--- src/rtl/dpod_pkg.sv ---
// Shared types and codes for the delta patch operation decoder.
package dpod_pkg;

    // Parse phase of the operation stream.
    typedef enum logic [1:0] {
        PH_OPCODE  = 2'd0,
        PH_LENGTH  = 2'd1,
        PH_DELTA   = 2'd2,
        PH_UNKNOWN = 2'd3
    } phase_t;

    // Command kinds.
    typedef enum logic [1:0] {
        KIND_ADD    = 2'd0,
        KIND_COPY   = 2'd1,
        KIND_STATUS = 2'd2
    } kind_t;

    // Error codes.
    typedef enum logic [3:0] {
        ERR_OK        = 4'd0,
        ERR_OVERLONG  = 4'd1,
        ERR_EMPTY_RUN = 4'd2,
        ERR_TARGET    = 4'd3,
        ERR_LITERAL   = 4'd4,
        ERR_COPY      = 4'd5,
        ERR_BAD_OP    = 4'd6,
        ERR_CUT_SHORT = 4'd7,
        ERR_EXCESS    = 4'd8
    } err_t;

    // Configuration register indexes.
    localparam logic [2:0] CFG_SOURCE_LENGTH  = 3'd0;
    localparam logic [2:0] CFG_TARGET_LENGTH  = 3'd1;
    localparam logic [2:0] CFG_LITERAL_LENGTH = 3'd2;
    localparam logic [2:0] CFG_ADD_OPCODE     = 3'd3;
    localparam logic [2:0] CFG_COPY_OPCODE    = 3'd4;

    // LEB128 field masks and limits.
    localparam logic [6:0] VARINT_DATA_MASK = 7'h7F;
    localparam logic [6:0] VARINT_LAST_MAX  = 7'h0F;
    localparam logic [2:0] VARINT_MAX_COUNT = 3'd4;

    typedef struct packed {
        logic [31:0] source_length;
        logic [31:0] target_length;
        logic [31:0] literal_length;
        logic [7:0]  add_opcode;
        logic [7:0]  copy_opcode;
    } cfg_t;

    typedef struct packed {
        phase_t      parse_phase;
        logic [31:0] varint_value;
        logic [2:0]  varint_byte_count;
        logic        pending_is_copy;
        logic [31:0] pending_length;
        logic [31:0] previous_copy_end;
        logic [31:0] target_position;
        logic [31:0] literal_position;
        logic        halted;
    } state_t;

    typedef struct packed {
        kind_t       kind;
        err_t        error_code;
        logic        stream_done;
        logic [31:0] run_length;
        logic [31:0] source_offset;
        logic [31:0] literal_offset;
        logic [31:0] target_offset;
    } result_t;

endpackage

--- src/rtl/dpod_stream_if.sv ---
// Valid/ready channel interfaces for operation bytes and decoded commands.
interface dpod_ops_if;
    logic       valid;
    logic       ready;
    logic [7:0] ops_byte;
    logic       last_byte;

    modport source (output valid, output ops_byte, output last_byte, input ready);
    modport sink (input valid, input ops_byte, input last_byte, output ready);
endinterface

interface dpod_cmd_if;
    logic        valid;
    logic        ready;
    logic [1:0]  kind;
    logic [3:0]  error_code;
    logic        stream_done;
    logic [31:0] run_length;
    logic [31:0] source_offset;
    logic [31:0] literal_offset;
    logic [31:0] target_offset;

    modport source (output valid, output kind, output error_code, output stream_done,
                    output run_length, output source_offset, output literal_offset,
                    output target_offset, input ready);
    modport sink (input valid, input kind, input error_code, input stream_done,
                  input run_length, input source_offset, input literal_offset,
                  input target_offset, output ready);
endinterface

--- src/rtl/dpod_step.sv ---
// Combinational next-state and command logic for one operation stream byte.
module dpod_step (
    input  dpod_pkg::cfg_t    cfg,
    input  dpod_pkg::state_t  state,
    input  logic [7:0]        ops_byte,
    input  logic              last_byte,
    output dpod_pkg::state_t  state_next,
    output logic              res_valid,
    output dpod_pkg::result_t res
);
    import dpod_pkg::*;

    logic [6:0]  data7;
    logic [4:0]  shift_amt;
    logic [31:0] v_full;
    logic        cnt_max;
    logic [31:0] tgt_room;
    logic [31:0] lit_room;
    logic [31:0] mag;
    logic [33:0] ofs;
    logic        ofs_bad;
    logic [31:0] so_val;
    logic        copy_len_bad;
    logic [31:0] cmd_len;
    logic [31:0] tpos_new;
    logic [31:0] lpos_new;
    err_t        err;
    logic        finish;
    logic        done;
    kind_t       cmd_kind;
    logic [31:0] cmd_so;
    logic [31:0] cmd_lo;

    // Bit position of the current LEB128 group.
    always_comb
    begin
        case (state.varint_byte_count)
            3'd0:    shift_amt = 5'd0;
            3'd1:    shift_amt = 5'd7;
            3'd2:    shift_amt = 5'd14;
            3'd3:    shift_amt = 5'd21;
            default: shift_amt = 5'd28;
        endcase
    end

    // Varint accumulation and the room left in the target and literal streams.
    assign data7    = ops_byte[6:0] & VARINT_DATA_MASK;
    assign v_full   = state.varint_value | (32'(data7) << shift_amt);
    assign cnt_max  = state.varint_byte_count >= VARINT_MAX_COUNT;
    assign tgt_room = (state.target_position < cfg.target_length)
                    ? cfg.target_length - state.target_position : 32'd0;
    assign lit_room = (state.literal_position < cfg.literal_length)
                    ? cfg.literal_length - state.literal_position : 32'd0;

    // Zigzag delta applied to the previous copy end, kept wide enough for the sign.
    assign mag = {1'b0, v_full[31:1]};
    assign ofs = v_full[0] ? ({2'b00, state.previous_copy_end} - {2'b00, mag} - 34'd1)
                           : ({2'b00, state.previous_copy_end} + {2'b00, mag});
    assign ofs_bad      = ofs[33] || (ofs[32:0] > {1'b0, cfg.source_length});
    assign so_val       = ofs[31:0];
    assign copy_len_bad = state.pending_length > (cfg.source_length - so_val);

    // Positions after a finished command.
    assign cmd_len  = (state.parse_phase == PH_DELTA) ? state.pending_length : v_full;
    assign tpos_new = state.target_position + cmd_len;
    assign lpos_new = state.literal_position + v_full;

    // Parse one byte.
    always_comb
    begin
        state_next = state;
        err        = ERR_OK;
        finish     = 1'b0;
        done       = 1'b0;
        cmd_kind   = KIND_ADD;
        cmd_so     = 32'd0;
        cmd_lo     = 32'd0;
        if (!state.halted)
        begin
            case (state.parse_phase)
                PH_OPCODE:
                begin
                    if (ops_byte == cfg.add_opcode)
                    begin
                        state_next.pending_is_copy = 1'b0;
                        state_next.parse_phase     = PH_LENGTH;
                    end
                    else if (ops_byte == cfg.copy_opcode)
                    begin
                        state_next.pending_is_copy = 1'b1;
                        state_next.parse_phase     = PH_LENGTH;
                    end
                    else
                    begin
                        state_next.pending_is_copy = 1'b0;
                        state_next.parse_phase     = PH_UNKNOWN;
                    end
                    state_next.varint_value      = 32'd0;
                    state_next.varint_byte_count = 3'd0;
                    if (last_byte)
                    begin
                        err = ERR_CUT_SHORT;
                    end
                end
                default:
                begin
                    if (cnt_max && (data7 > VARINT_LAST_MAX))
                    begin
                        err = ERR_OVERLONG;
                    end
                    else if (ops_byte[7])
                    begin
                        if (cnt_max)
                        begin
                            err = ERR_OVERLONG;
                        end
                        else
                        begin
                            state_next.varint_value      = v_full;
                            state_next.varint_byte_count = state.varint_byte_count + 3'd1;
                            if (last_byte)
                            begin
                                err = ERR_CUT_SHORT;
                            end
                        end
                    end
                    else
                    begin
                        state_next.varint_value      = 32'd0;
                        state_next.varint_byte_count = 3'd0;
                        if (state.parse_phase != PH_DELTA)
                        begin
                            // Length field of an add, a copy or an unknown opcode.
                            if (v_full == 32'd0)
                            begin
                                err = ERR_EMPTY_RUN;
                            end
                            else if (v_full > tgt_room)
                            begin
                                err = ERR_TARGET;
                            end
                            else if (state.parse_phase == PH_UNKNOWN)
                            begin
                                err = ERR_BAD_OP;
                            end
                            else if (state.pending_is_copy)
                            begin
                                state_next.pending_length = v_full;
                                state_next.parse_phase    = PH_DELTA;
                                if (last_byte)
                                begin
                                    err = ERR_CUT_SHORT;
                                end
                            end
                            else if (v_full > lit_room)
                            begin
                                err = ERR_LITERAL;
                            end
                            else
                            begin
                                finish                      = 1'b1;
                                cmd_kind                    = KIND_ADD;
                                cmd_lo                      = state.literal_position;
                                state_next.pending_length   = v_full;
                                state_next.literal_position = lpos_new;
                            end
                        end
                        else
                        begin
                            // Source delta of a copy.
                            if (ofs_bad || copy_len_bad)
                            begin
                                err = ERR_COPY;
                            end
                            else
                            begin
                                finish                       = 1'b1;
                                cmd_kind                     = KIND_COPY;
                                cmd_so                       = so_val;
                                state_next.previous_copy_end = so_val + state.pending_length;
                            end
                        end

                        // A finished command advances the target and checks the stream end.
                        if (finish)
                        begin
                            state_next.parse_phase     = PH_OPCODE;
                            state_next.target_position = tpos_new;
                            if (tpos_new >= cfg.target_length)
                            begin
                                if (!last_byte
                                    || (state_next.literal_position != cfg.literal_length))
                                begin
                                    err = ERR_EXCESS;
                                end
                                else
                                begin
                                    done              = 1'b1;
                                    state_next.halted = 1'b1;
                                end
                            end
                            else if (last_byte)
                            begin
                                err = ERR_CUT_SHORT;
                            end
                        end
                    end
                end
            endcase
        end
    end

    // An error replaces any command; the top level halts the decoder on it.
    always_comb
    begin
        res_valid = 1'b0;
        res       = '0;
        if (err != ERR_OK)
        begin
            res_valid      = 1'b1;
            res.kind       = KIND_STATUS;
            res.error_code = err;
        end
        else if (finish)
        begin
            res_valid          = 1'b1;
            res.kind           = cmd_kind;
            res.error_code     = ERR_OK;
            res.stream_done    = done;
            res.run_length     = cmd_len;
            res.source_offset  = cmd_so;
            res.literal_offset = cmd_lo;
            res.target_offset  = state.target_position;
        end
    end

endmodule

--- src/rtl/delta_patch_op_decoder.sv ---
// Top level of the delta patch operation decoder: registers, handshakes and checks.
//
// The decoder takes one operation stream byte per clock while the command side keeps
// up. An accepted byte lands in an input register, and its parse is written to the
// parser state at the edge on which it leaves that register; any command or status it
// causes is loaded into a result register at that edge and offered from there until it
// is taken. The parser state loop (varint accumulation, position adds and range
// compares) is combinational between parser state register updates, which allows the
// one-byte-per-clock rate. A byte leaves the input register only when the result
// register is empty or being emptied, whether or not the byte makes a result, so
// while a result waits untaken the input register takes one more byte and then the
// input stalls. After an error or completion the decoder discards further bytes
// until reset.
module delta_patch_op_decoder (
    input  logic            clk,
    input  logic            rst_n,
    dpod_ops_if.sink        ops,
    dpod_cmd_if.source      cmd,
    input  logic            cfg_we,
    input  logic [2:0]      cfg_index,
    input  logic [31:0]     cfg_data
);
    import dpod_pkg::*;

    cfg_t        cfg_reg;
    state_t      state_reg;
    state_t      step_state;
    state_t      state_next;
    logic        ops_valid_reg;
    logic [7:0]  ops_byte_reg;
    logic        last_byte_reg;
    logic        cmd_valid_reg;
    result_t     cmd_reg;
    logic        advance;
    logic        res_valid;
    result_t     res;

    // The parsed byte moves on when the result register can take its result.
    assign advance   = ops_valid_reg && (!cmd_valid_reg || cmd.ready);
    assign ops.ready = !ops_valid_reg || advance;

    dpod_step u_step (
        .cfg        (cfg_reg),
        .state      (state_reg),
        .ops_byte   (ops_byte_reg),
        .last_byte  (last_byte_reg),
        .state_next (step_state),
        .res_valid  (res_valid),
        .res        (res)
    );

    // An error result halts the parser as well.
    always_comb
    begin
        state_next = step_state;
        if (res_valid && (res.error_code != ERR_OK))
        begin
            state_next.halted = 1'b1;
        end
    end

    // Configuration registers.
    always_ff @(posedge clk or negedge rst_n)
    begin
        if (!rst_n)
        begin
            cfg_reg.source_length  <= 32'd1;
            cfg_reg.target_length  <= 32'd1;
            cfg_reg.literal_length <= 32'd0;
            cfg_reg.add_opcode     <= 8'd0;
            cfg_reg.copy_opcode    <= 8'd1;
        end
        else if (cfg_we)
        begin
            case (cfg_index)
                CFG_SOURCE_LENGTH:  cfg_reg.source_length  <= cfg_data;
                CFG_TARGET_LENGTH:  cfg_reg.target_length  <= cfg_data;
                CFG_LITERAL_LENGTH: cfg_reg.literal_length <= cfg_data;
                CFG_ADD_OPCODE:     cfg_reg.add_opcode     <= cfg_data[7:0];
                CFG_COPY_OPCODE:    cfg_reg.copy_opcode    <= cfg_data[7:0];
                default:            ;
            endcase
        end
    end

    // Input register.
    always_ff @(posedge clk or negedge rst_n)
    begin
        if (!rst_n)
        begin
            ops_valid_reg <= 1'b0;
        end
        else if (ops.ready)
        begin
            ops_valid_reg <= ops.valid;
        end
    end

    always_ff @(posedge clk)
    begin
        if (ops.valid && ops.ready)
        begin
            ops_byte_reg  <= ops.ops_byte;
            last_byte_reg <= ops.last_byte;
        end
    end

    // Parser state.
    always_ff @(posedge clk or negedge rst_n)
    begin
        if (!rst_n)
        begin
            state_reg <= '{parse_phase: PH_OPCODE, default: '0};
        end
        else if (advance)
        begin
            state_reg <= state_next;
        end
    end

    // Result register.
    always_ff @(posedge clk or negedge rst_n)
    begin
        if (!rst_n)
        begin
            cmd_valid_reg <= 1'b0;
        end
        else if (advance && res_valid)
        begin
            cmd_valid_reg <= 1'b1;
        end
        else if (cmd.ready)
        begin
            cmd_valid_reg <= 1'b0;
        end
    end

    always_ff @(posedge clk)
    begin
        if (advance && res_valid)
        begin
            cmd_reg <= res;
        end
    end

    assign cmd.valid          = cmd_valid_reg;
    assign cmd.kind           = cmd_reg.kind;
    assign cmd.error_code     = cmd_reg.error_code;
    assign cmd.stream_done    = cmd_reg.stream_done;
    assign cmd.run_length     = cmd_reg.run_length;
    assign cmd.source_offset  = cmd_reg.source_offset;
    assign cmd.literal_offset = cmd_reg.literal_offset;
    assign cmd.target_offset  = cmd_reg.target_offset;

    // Once halted, the parser stays halted until reset.
    a_halt_sticky: assert property (@(posedge clk) disable iff (!rst_n)
        state_reg.halted |=> state_reg.halted)
        else $error("parser left the halted state");

    // A halted parser never loads a new result.
    a_halt_quiet: assert property (@(posedge clk) disable iff (!rst_n)
        (state_reg.halted && !cmd_valid_reg) |=> !cmd_valid_reg)
        else $error("result produced after halt");

    // Completion comes only on a clean command and halts the parser.
    a_done_halts: assert property (@(posedge clk) disable iff (!rst_n)
        (advance && res_valid && res.stream_done) |=>
            (state_reg.halted && cmd_reg.error_code == ERR_OK
             && cmd_reg.kind != KIND_STATUS))
        else $error("completion without a clean command or halt");

    // A status result always carries an error and no run.
    a_status_error: assert property (@(posedge clk) disable iff (!rst_n)
        (cmd_valid_reg && cmd_reg.kind == KIND_STATUS) |->
            (cmd_reg.error_code != ERR_OK && cmd_reg.run_length == 32'd0))
        else $error("status result without error code");

    // An error result halts the parser in the same step.
    a_error_halts: assert property (@(posedge clk) disable iff (!rst_n)
        (advance && res_valid && res.error_code != ERR_OK) |=> state_reg.halted)
        else $error("error did not halt the parser");
endmodule

--- src/flat_wrapper.sv ---
// flat-port wrapper written by rule: the top's interface ports become plain ports
module delta_patch_op_decoder_flat import dpod_pkg::*;
  (clk, rst_n, cfg_we, cfg_index, cfg_data, ops_valid, ops_ops_byte, ops_last_byte, ops_ready, cmd_valid, cmd_kind, cmd_error_code, cmd_stream_done, cmd_run_length, cmd_source_offset, cmd_literal_offset, cmd_target_offset, cmd_ready);
  dpod_ops_if ops_i ();
  dpod_cmd_if cmd_i ();
  input  logic clk;
  input  logic rst_n;
  input  logic cfg_we;
  input  logic [2:0] cfg_index;
  input  logic [31:0] cfg_data;
  input wire logic [$bits(ops_i.valid)-1:0] ops_valid;
  input wire logic [$bits(ops_i.ops_byte)-1:0] ops_ops_byte;
  input wire logic [$bits(ops_i.last_byte)-1:0] ops_last_byte;
  output wire logic [$bits(ops_i.ready)-1:0] ops_ready;
  output wire logic [$bits(cmd_i.valid)-1:0] cmd_valid;
  output wire logic [$bits(cmd_i.kind)-1:0] cmd_kind;
  output wire logic [$bits(cmd_i.error_code)-1:0] cmd_error_code;
  output wire logic [$bits(cmd_i.stream_done)-1:0] cmd_stream_done;
  output wire logic [$bits(cmd_i.run_length)-1:0] cmd_run_length;
  output wire logic [$bits(cmd_i.source_offset)-1:0] cmd_source_offset;
  output wire logic [$bits(cmd_i.literal_offset)-1:0] cmd_literal_offset;
  output wire logic [$bits(cmd_i.target_offset)-1:0] cmd_target_offset;
  input wire logic [$bits(cmd_i.ready)-1:0] cmd_ready;
  assign ops_i.valid = ops_valid;
  assign ops_i.ops_byte = ops_ops_byte;
  assign ops_i.last_byte = ops_last_byte;
  assign ops_ready = ops_i.ready;
  assign cmd_valid = cmd_i.valid;
  assign cmd_kind = cmd_i.kind;
  assign cmd_error_code = cmd_i.error_code;
  assign cmd_stream_done = cmd_i.stream_done;
  assign cmd_run_length = cmd_i.run_length;
  assign cmd_source_offset = cmd_i.source_offset;
  assign cmd_literal_offset = cmd_i.literal_offset;
  assign cmd_target_offset = cmd_i.target_offset;
  assign cmd_i.ready = cmd_ready;
  delta_patch_op_decoder u_core (.clk(clk), .rst_n(rst_n), .ops(ops_i), .cmd(cmd_i), .cfg_we(cfg_we), .cfg_index(cfg_index), .cfg_data(cfg_data));
endmodule
--- config.mk ---
export PLATFORM = sky130hd
export DESIGN_NAME = delta_patch_op_decoder_flat
export DESIGN_NICKNAME = d
export VERILOG_FILES = /design/src/rtl/dpod_pkg.sv /design/src/rtl/dpod_stream_if.sv /design/src/rtl/dpod_step.sv /design/src/rtl/delta_patch_op_decoder.sv /design/src/flat_wrapper.sv
export SDC_FILE = /design/constraint.sdc
export NUM_CORES = 2
export LEC_CHECK = 0
export BUFFER_PORTS_ARGS = -buffer_cell sky130_fd_sc_hd__buf_4
export CAP_MARGIN = 15
export CORE_MARGIN = 2
export CORE_UTILIZATION = 50
export CTS_CLUSTER_DIAMETER = 80
export DETAILED_ROUTE_END_ITERATION = 16
export GPL_TIMING_DRIVEN = 1
export HOLD_SLACK_MARGIN = 0.1
export PLACE_DENSITY_LB_ADDON = 0.1
export SKIP_CTS_REPAIR_TIMING = 1
export SYNTH_ARGS = -nofsm -noshare
export SYNTH_HDL_FRONTEND = slang
export SYNTH_HIERARCHICAL = 1
export SYNTH_SLANG_ARGS = --single-unit
--- constraint.sdc ---
create_clock -name clk -period 15 [get_ports clk]
set_input_delay 2.25 -clock clk [delete_from_list [all_inputs] [get_ports clk]]
set_output_delay 2.25 -clock clk [all_outputs]
set_load 0.005 [all_outputs]
# [Word level (Yosys, flattened, before mapping)]
# Cells that the tools add are included.
# Widths: inputs -> output; s select.
[word_totals] out_inout_bits=137 input_bits=49 reg_bits=425
[classes] shifts=1 addsub=10 mux=78 bitwise_logic=11 n_reduce_logical=39 magnitude_cmp=9 n_eq_ne=20
[op_table] op="$mux 32" count=15
[op_table] op="$add 32x32->32" count=3
[op_table] op="$gt 32x32->1" count=3
[op_table] op="$sub 32x32->32" count=3
[op_table] op="$mux 37" count=2
[op_table] op="$mux 35" count=2
[op_table] op="$lt 32x32->1" count=2
[op_table] op="$mux 4" count=14
[op_table] op="$mux 34" count=1
[op_table] op="$sub 33x2->34 const B" count=1
[op_table] op="$add 32x31->33" count=1
[op_table] op="$gt 33x32->1" count=1
[op_table] op="$sub 32x31->33" count=1
[op_table] op="$ge 32x32->1" count=1
[op_table] op="$logic_not 32->1" count=1
[op_table] op="$ne 32x32->1" count=1
[op_table] op="$or 32x32->32" count=1
[op_table] op="$shl 7x5->32" count=1
[op_table] op="$mux 1" count=30
[op_table] op="$pmux 5 s4" count=1
[op_table] op="$mux 2" count=9
[op_table] op="$eq 8x8->1" count=2
[op_table] op="$eq 3x2->1 const B" count=4
[op_table] op="$mux 3" count=4
[op_table] op="other kinds (32)" count=64

# [Logic depth before layout (Yosys ltp)]
[logic_depth] depth_word=29 ltp_mapped=53

# [Hierarchy]
# The synthesis kept the hierarchy.
[modules_own_cells] module="dpod_step" instances=1 cells_per_inst=3529 area_per_inst_um2=23799.1 seq_area_each_um2=0.0
[modules_own_cells] module="delta_patch_op_decoder" instances=1 cells_per_inst=750 area_per_inst_um2=14865.5 seq_area_each_um2=11359.6

# [Worst setup path after synthesis]
# No wires, ideal clock.
[synth_path] path_kind="reg2reg" startpoint="register u_core/state_reg[131] (netlist bit)" endpoint="register u_core.cmd_reg (netlist bit u_core/cmd.error_code[0]) (enable)" path_stages_with_launch=50 n_path_buf=5 t_arrival_ps=13151 synth_period_minus_slack_ps=13663 slack_ps=1337 path_cell_list="dfrtp_1 buf_2 inv_1 ha_1 buf_4 o21bai_2 mux4_2 a221oi_1 inv_1 ha_1 buf_1 or2_2 a2111o_1 o211a_1 nand4b_1 nor3_1 and2_1 clkbuf_1 [14 not listed] a31oi_1 o21ai_0 a21oi_1 xor2_1 ha_1 nand4_1 or2_2 a21oi_1 a41o_1 nor4_1 o21ai_0 a21o_1 nor4_1 o31a_1 o21ai_1 clkbuf_1 nand3_1 and3_1"
[synth_via] elab_chain_len=27 elab_cells_between_ends=72
[synth_rtl] item="from (decl)" line_no="delta_patch_op_decoder.sv:26" rtl="state_t state_reg;"
[synth_rtl] item="from (signal assigned)" line_no="delta_patch_op_decoder.sv:117" rtl="state_reg <= state_next;"
[synth_rtl] item="parallel branches: the longest is 25 deep, another holds $sub 33x2->34"
[synth_rtl] item="$mux 1 (*)" line_no="dpod_step.sv:218" rtl="if (err != ERR_OK)"
[synth_rtl] item="net u_core.res_valid" line_no="delta_patch_op_decoder.sv:35" rtl="logic res_valid;"
[synth_rtl] item="$logic_and 1x1->1 (*)" line_no="delta_patch_op_decoder.sv:140" rtl="if (advance && res_valid)"
[synth_rtl] item="to (signal assigned)" line_no="delta_patch_op_decoder.sv:142" rtl="cmd_reg <= res;"
[synth_rtl] item="to (decl)" line_no="delta_patch_op_decoder.sv:33" rtl="result_t cmd_reg;"
# Mark *: on every way through the listed nets, which the timed path passes. The select of a mux whose other input is x is not followed.
# A chain may end at the register's enable or synchronous reset.

# [Worst setup path after layout]
[layout_path] startpoint="register u_core/state_reg[131] (netlist bit)" endpoint="register u_core.cmd_reg (netlist bit u_core/cmd.literal_offset[25]) (enable)"
# The elaborated chain is that of the path after synthesis.

==> flow_summary.ini <==
[outcome]
outcome = finished clean

[placement]
detailed_place_hpwl_mm = 109
pre_cts_slack_ns = 1.44
gp_congestion = 1.01
portBuffers = 185

[sta]
setup_ws_ns = 1.11
setup_viol_count_final = 0
worstMarginPinSlew_ns = 1.24
fin_crit_ns = 13.89
fin_setup_tns_ns = 0
finClkSkew_ns = 0.0353
max_freq_ghz = 0.0720
min_period_over_period_pct = 92.6
drv_slew = 0
rsz0062_at_grt = false
finalHoldViolCount = 0
slew_headroom_pct = 16.7

[floorplan]
start_util_pct = 50.7
dieWidth_um = 282
die_height_um = 282
coreArea_mm2 = 0.0762
io_pins = 186
num_rows = 101
die-area_mm2 = 0.0796

[clock_tree]
clock-sinks = 425
cts_inserted_buffers = 54
cts_tree = done
clock-root-buffer = clkbuf_16
htree_num_levels = 2
clk_pin_slew_worst_paths_ns = 0.07
clock_path_buffers = 3
clk-insertion-delay-late_ns = 0.66

[critical_path]
max_stage_delay_ns = 0.72
r2r_end = u_core/cmd.literal_offset[25]
critical_path_class = reg -> reg
endpoint_kind = register
crit_start = u_core/state_reg[131]
critPathBufInv = 3
cp.required_ns = 15.30
rr_startpoint = u_core/state_reg[131]
critPathArrivalTime_ns = 14.19
rrSetupSlack_ns = 1.11
cpLargestDelayFamily = compound AO/OA/AOI/OAI gates
start_kind = register
critPathMaxFanout = 51
endpoint = u_core/cmd.literal_offset[25]
r2r_cells = 46
cp_slowest_cell = ha_1
crit_path_frequent_cell = a21oi_1
path_depth = 46

[yosys]
yosys_warnings = 6
async_flop_share_pct = 66.1
ys_seq_area_share_pct = 29.4
ys.flop_type = dfrtp_1
synth_cells = 4279
yosys-top-cells-count = 417 x ha_1, 339 x a21oi_1, 319 x mux2_2
synth_area_leader_cell = dfrtp_1
synth_edf_count = 144
synth-seq-cells = 425
syn_area_per_cell_um2 = 9.04
synth.distinct_cells = 99
synth.most_common_cell = ha_1
yosys.area.top_type_share_pct = 18.0
syn_area_mm2 = 0.0387
synthTopCellsByArea = dfrtp_1 18%, ha_1 13%, edfxtp_1 11%
syn_nets = 4753

[final_layout]
num-nets-final = 4871
layout-drive-gt1-share_pct = 17.6
largest_register_ffs = 167
syn2layout_area_growth_pct = 10.9

[global_routing]
grt_pass1_wl_mm = 204
grt_pass1_vias = 31500
grt_max_degree = 140
overflow = 0
grt_usage_pct = 34.5
antenna_found_initial = 11

[flow_run]
cap_violations = 0

[route]
ant_nets = 0
routed_wl_mm = 139
drc = 0
via_count = 34500
drt_pass1_iterations = 6
drt-wirelength-per-cell_um = 25.4
via_per_inst = 6.29
initialDrtViolationCount = 3838

[worst_hold_path]
hp-class = reg -> reg
hold_path.startpoint = u_core/cfg_reg[111]
metrics by stage:
stage                     cell area (um2)  hold WS (ns)  util (%)  std cells
after detailed placement            41000         0.500      53.8       5370
final                               42900         0.511      56.3       5481
after global routing                42900         0.536      56.3       5475
after floorplan                     38700         0.477         -       4279
after CTS                           42900         0.514      56.3       5472
after global placement              41000         0.492      53.8       5370
cells by family (layout without fill, tap and decap cells):
| kind of cell | after synthesis | after routing | synth area share (%) |
|---|---|---|---|
| AND/OR/NAND/NOR | 1232 | 1232 | 16.5 |
| AO/OA/AOI/OAI | 1113 | 1113 | 19.1 |
| buffers and inverters | 483 | 647 | 5.25 |
| adder cells (fa/ha/maj) | 425 | 425 | 13.9 |
| flip-flops | 425 | 425 | 29.4 |
| multiplexers | 335 | 335 | 9.79 |
| XOR/XNOR | 266 | 266 | 6.10 |
| other | 0 | 8 | 0 |
cell type report:
| type | instances | area, um2 |
|---|---|---|
| fillers | 6961 | 33300 |
| multi-input cells | 3371 | 25400 |
| flip-flops and latches | 425 | 11400 |
| repair buffers | 239 | 1860 |
| clock buffers | 60 | 1400 |
| well taps | 1030 | 1290 |
| inverters | 306 | 1150 |
| clock inverters | 42 | 442 |
| diodes | 8 | 20.0 |
placed cells by master (no fill, tap or decap), types with 14 or more instances in the layout:
master     instances
nor3_1           100
nand3b_1          14
mux2_2           319
nor4_1            63
a211oi_2          28
buf_4            232
or3_1             38
a2111oi_0         15
ha_1             417
clkbuf_16         54
dfrtp_1          278
o21a_1            58
xor2_1            84
edfxtp_1         144
o21bai_1          23
a211oi_1          42
and3_1            23
a21oi_1          339
xnor2_1          180
nand2b_1          52
nand2_1          278
nor3b_1           27
a21o_1           109
clkinv_2          14
nor2b_1           56
o21ai_0          211
o2111ai_1         15
and2_1            26
nand3_1           73
or2_2             22
nor2_1           305
inv_1            303
o211ai_1          34
o31ai_1           42
nand4_1           64
nor3_2            33
a31oi_1           32
worst min path at each step:
stage / cells past startpoint / end
2_1_floorplan: 1 / u_core/state_reg[166]
3_3_place_gp: 1 / u_core/cfg_reg[111]
3_5_place_dp: 1 / u_core/cfg_reg[111]
4_1_cts: 1 / u_core/cfg_reg[111]
5_1_grt: 1 / u_core/cfg_reg[111]
6_report: 1 / u_core/cfg_reg[111]
per-layer routing:
layer	GRT usage [%]	part of all wire, %	vias to the layer above
met5	0	0.034	-
met4	12.3	4.4	8
met3	5.96	9.0	250
met2	49.8	41	1557
met1	51.4	46	16700
li1	-	-	15900
Power is left out: the tool's default activity adds up to more than one toggle a clock period on the data nets, which glitch-free logic cannot reach.
